**config.mk**
```make
export PLATFORM = sky130hd
export DESIGN_NAME = salt_front_flat
export DESIGN_NICKNAME = d
export VERILOG_FILES = /design/src/rtl/salt_pkg.sv /design/src/rtl/salt_if.sv /design/src/rtl/salt_front.sv /design/src/flat_wrapper.sv
export SDC_FILE = /design/constraint.sdc
export NUM_CORES = 1
export LEC_CHECK = 0
export BUFFER_PORTS_ARGS = -buffer_cell sky130_fd_sc_hd__buf_2
export CAP_MARGIN = 40
export CELL_PAD_IN_SITES_DETAIL_PLACEMENT = 0
export CELL_PAD_IN_SITES_GLOBAL_PLACEMENT = 1
export CORE_UTILIZATION = 25
export CTS_CLUSTER_DIAMETER = 80
export DETAILED_ROUTE_END_ITERATION = 8
export PLACE_DENSITY = 0.67
export SYNTH_ARGS = -nofsm -noshare
export SYNTH_HDL_FRONTEND = slang
export SYNTH_SLANG_ARGS = --single-unit
```
**constraint.sdc**
```tcl
create_clock -name clk -period 1.29 [get_ports clk]
set_input_delay 0.129 -clock clk [delete_from_list [all_inputs] [get_ports clk]]
set_output_delay 0.129 -clock clk [all_outputs]
set_load 0.01 [all_outputs]
```
**src/rtl/salt_pkg.sv**
```systemverilog
// Package with the shared constants and types of the LRU tag lookup.
`default_nettype none
package salt_pkg;
    localparam int unsigned NUM_SETS_DEF   = 64;
    localparam int unsigned NUM_WAYS_DEF   = 4;
    localparam int unsigned LINE_BYTES_DEF = 64;
    localparam int unsigned ADDR_BITS_DEF  = 32;
    localparam int unsigned IN_ADDR_W      = 32;
    localparam int unsigned CNT_W          = 32;

    // One result item.
    typedef struct packed {
        logic             hit;
        logic             evicted;
        logic [CNT_W-1:0] hit_count;
        logic [CNT_W-1:0] miss_count;
        logic [CNT_W-1:0] eviction_count;
    } result_t;

    // Floor of log2, for elaboration only.
    function automatic int unsigned flog2(input int unsigned v);
        int unsigned r;
        int unsigned x;
        r = 0;
        x = v;
        while (x > 1)
        begin
            x = x >> 1;
            r = r + 1;
        end
        return r;
    endfunction
endpackage
`default_nettype wire

```
**src/rtl/salt_if.sv**
```systemverilog
// Valid/ready channel interfaces for the address and result items.
`default_nettype none
interface salt_addr_if;
    import salt_pkg::*;
    logic                 valid;
    logic                 ready;
    logic [IN_ADDR_W-1:0] address;
    modport source (output valid, output address, input ready);
    modport sink (input valid, input address, output ready);
endinterface

`default_nettype wire

```
**src/rtl/salt_front.sv**
```systemverilog
// Front part: accepts addresses and splits them into set index and tag.
`default_nettype none
module salt_front
    import salt_pkg::*;
#(
    parameter int unsigned SET_W    = 6,
    parameter int unsigned SET_BITS = 6,
    parameter int unsigned OFF_W    = 6,
    parameter int unsigned TAG_W    = 20
) (
    input  wire logic             clk,
    input  wire logic             rst_n,
    salt_addr_if.sink             in_ch,
    input  wire logic             q_ready,
    output logic                  q_valid,
    output logic [SET_W-1:0]      q_set,
    output logic [TAG_W-1:0]      q_tag
);
    localparam int unsigned SW = (SET_W > 0) ? SET_W : 1;
    localparam int unsigned TW = (TAG_W > 0) ? TAG_W : 1;

    logic                 valid_reg;
    logic [SET_W-1:0]     set_reg;
    logic [TAG_W-1:0]     tag_reg;
    logic [IN_ADDR_W+63:0] wide_addr;

    assign wide_addr    = {64'd0, in_ch.address};
    assign in_ch.ready  = !valid_reg || q_ready;
    assign q_valid      = valid_reg;
    assign q_set        = set_reg;
    assign q_tag        = tag_reg;

    // Holding register in front of the queue.
    always_ff @(posedge clk or negedge rst_n)
    begin
        if (!rst_n)
        begin
            valid_reg <= 1'b0;
        end
        else if (in_ch.ready)
        begin
            valid_reg <= in_ch.valid;
        end
    end

    // Address split; bits above the address width read as zero.
    always_ff @(posedge clk)
    begin
        if (in_ch.valid && in_ch.ready)
        begin
            set_reg <= wide_addr[OFF_W +: SW];
            tag_reg <= wide_addr[OFF_W + SET_BITS +: TW];
        end
    end
endmodule
`default_nettype wire

```
**src/flat_wrapper.sv**
```systemverilog
// flat-port wrapper written by rule: the top's interface ports become plain ports
module salt_front_flat import salt_pkg::*;
#(
    parameter int unsigned SET_W    = 6,
    parameter int unsigned SET_BITS = 6,
    parameter int unsigned OFF_W    = 6,
    parameter int unsigned TAG_W    = 20
)
  (clk, rst_n, q_ready, q_valid, q_set, q_tag, in_ch_valid, in_ch_address, in_ch_ready);
  salt_addr_if in_ch_i ();
  input  wire logic clk;
  input  wire logic rst_n;
  input  wire logic q_ready;
  output logic q_valid;
  output logic [SET_W-1:0] q_set;
  output logic [TAG_W-1:0] q_tag;
  input wire logic [$bits(in_ch_i.valid)-1:0] in_ch_valid;
  input wire logic [$bits(in_ch_i.address)-1:0] in_ch_address;
  output wire logic [$bits(in_ch_i.ready)-1:0] in_ch_ready;
  assign in_ch_i.valid = in_ch_valid;
  assign in_ch_i.address = in_ch_address;
  assign in_ch_ready = in_ch_i.ready;
  salt_front #(.SET_W(SET_W), .SET_BITS(SET_BITS), .OFF_W(OFF_W), .TAG_W(TAG_W)) u_core (.clk(clk), .rst_n(rst_n), .in_ch(in_ch_i), .q_ready(q_ready), .q_valid(q_valid), .q_set(q_set), .q_tag(q_tag));
endmodule
```
==> results.txt <==
status - complete, no violations
Req. time, crit path - 1.29 ns
DRC Markers - 0
RSZ-0062 raised after global routing - no
Switching Fraction - 20.7%
Arr. time, crit path - 1.19 ns
CP Launch Type - flip-flop
crit path kind - reg2reg
post_cts resized - 0
number of buffers created by CTS - 3
Worst-Margin Slew - 0.330 ns
vias in the first global route - 658
clock latency on the worst-skew pair - 0.31 ns
die span in x - 59.8 um
max_slew headroom - 78.0%
clk_skew - 0.000685 ns
share of Yosys cell area claimed by the top area cell type - 93.6%
Buffers on Ports - 57
layout cell share with drive strength beyond 1 - 52.5%
Hold-fix buffers, CTS - 27
gr usage total - 10.4%
Mean Syn Cell Area - 27.8 um2
first-pass GRT wire length - 2670 um
CTS tree - built
max-cap violations - 0
worst-path maximum fanout - 26
number of diodes - 0
Detail Route Antenna Nets - 0
initial antenna violation count - 0
setup bufs post-CTS - 0
largest net degree at the start of global routing - 27
Net Sw Power - 0.328 mW
CTS Buffer Depth - 2
Achievable Freq - 841 MHz
Finished Layout Cells - 162
number of vias per cell - 3.70
Detailed Route Iter0 Violations - 6
WL met2 - 895 um
pwr/cell area - 1080 mW/mm2
Tmin final - 1.19 ns
area grow syn2layout - 76.3%
syn_nets - 66
Final Wtd Congestion - 0.646
metal3 WL - 140 um
final hold vios - 0
flops & latches, synth - 27
Synth Instances - 30
die area - 0.00357 mm2
reg2reg path depth - 2
Core ar. - 0.00310 mm2
setup violators final - 0
IO Pins - 64
Placed Instances - 131
area leader, netlist - edfxtp_1
Design Area, Final - 0.00147 mm2
clk sinks - 27
root buf cell - clkbuf_4
Wirelength per Cell - 10.7 um
Hold Path Class - in2reg
Reg power frac - 64.9%
Leak - 0.625 nW
DP Area - 0.00117 mm2
WL met1 - 699 um
hold_sp - in_ch_valid
GR Overflow Total - 0
Slew Viols, Final - 0
Clk pwr share - 22.2%
ranking of synthesized cells by area - edfxtp_1 (94%), dfrtp_1 (3.0%), nand2b_4 (1.6%)
Initial Utilization - 26.9%
WHS Path Cells - 2
die height - 59.8 um
total negative slack - 0 ns
Gate power share - 13.0%
WL final - 1740 um
crit end category - flip-flop
row cnt - 20
CTS H-Tree Depth - 1
Netlist cell types - 5
internal power - 1.26 mW
Synthesis Warnings - 0
Nets - 155
vias - 599
max layer used - met3
First-pass DRT Iterations - 2
worst reg2reg path startpoint - u_core.q_valid
crit share post-route - 92.2%
Peak VDD IR - 0.587 mV
Critical Path Source - u_core.q_valid
clk slew on worst S/H paths - 0.13 ns
register area share after synthesis - 96.6%
Cell Area, Synth - 835 um2
## state kept, by name, summed over array words and instances (netlist names)
signal / count
u_core.q_set: 6
u_core.q_tag: 20
u_core.q_valid: 1
## cell usage after synthesis, drive strengths merged
cell type,instances
edfxtp,26
nand2b,2
and2,1
dfrtp,1
## final timing paths
| kind | end | slack, ns |
|---|---|---|
| max in group asynchronous | u_core.q_valid | 1.11 |
| min reg2reg | u_core.q_valid | 0.57 |
| max | u_core.q_tag[14] | 0.10 |
| min in group asynchronous | u_core.q_valid | 0.10 |
| max reg2reg | u_core.q_tag[14] | 0.10 |
| min | u_core.q_valid | 0.006 |
## per-layer routing
layer	track usage, %	vias up
met1	11.8	266
met2	18.1	40
li1	-	293
met5	0	-
met3	3.46	0
met4	3.99	0
## power groups by stage
stage	combinational, mW	sequential (mW)	clock, mW
4_1_cts	0.206	1.03	0.367
3_3_place_gp	0.141	1.05	0
6_report	0.206	1.03	0.352
3_5_place_dp	0.144	1.05	0
5_1_grt	0.223	1.04	0.401
2_1_floorplan	0.0245	1.08	0
## kinds of logic after synthesis
kind of cell     Yosys count  share of synthesized area (%)
flip-flops                27                           96.6
AND/OR/NAND/NOR            3                           3.45
## area by class of cell
class / instances / area, um2
multi-input combinational: 3 / 28.8
fill: 286 / 1630
timing repair buffer: 84 / 556
tap: 44 / 55.1
sequential: 27 / 806
clock buffer: 4 / 26.3
## worst max-delay path, stage by stage (launching register included)
cell and delay (ns):
dfrtp_1 0.44, nand2b_4 0.09, and2_4 0.35
## layout by cell type (no fill, tap or decap)
cell / Yosys / routed
edfxtp_1: 26 / 26
clkbuf_1: 0 / 1
nand2b_1: 1 / 1
buf_2: 0 / 57
and2_4: 1 / 1
nand2b_4: 1 / 1
dlygate4sd3_1: 0 / 27
dfrtp_1: 1 / 1
clkbuf_4: 0 / 3
## stage by stage
step	util (%)	power (mW)	hold WS [ns]	worst slack, ns
2_1_floorplan	-	1.10	-0.167	0.131
3_3_place_gp	37.9	1.19	-0.0961	0.130
3_5_place_dp	37.9	1.19	-0.0952	0.112
4_1_cts	47.4	1.60	0.00974	0.0941
5_1_grt	47.4	1.66	0.00193	0.0336
6_report	47.4	1.59	0.00630	0.101
No activity file was read; power rests on OpenSTA's default activity.
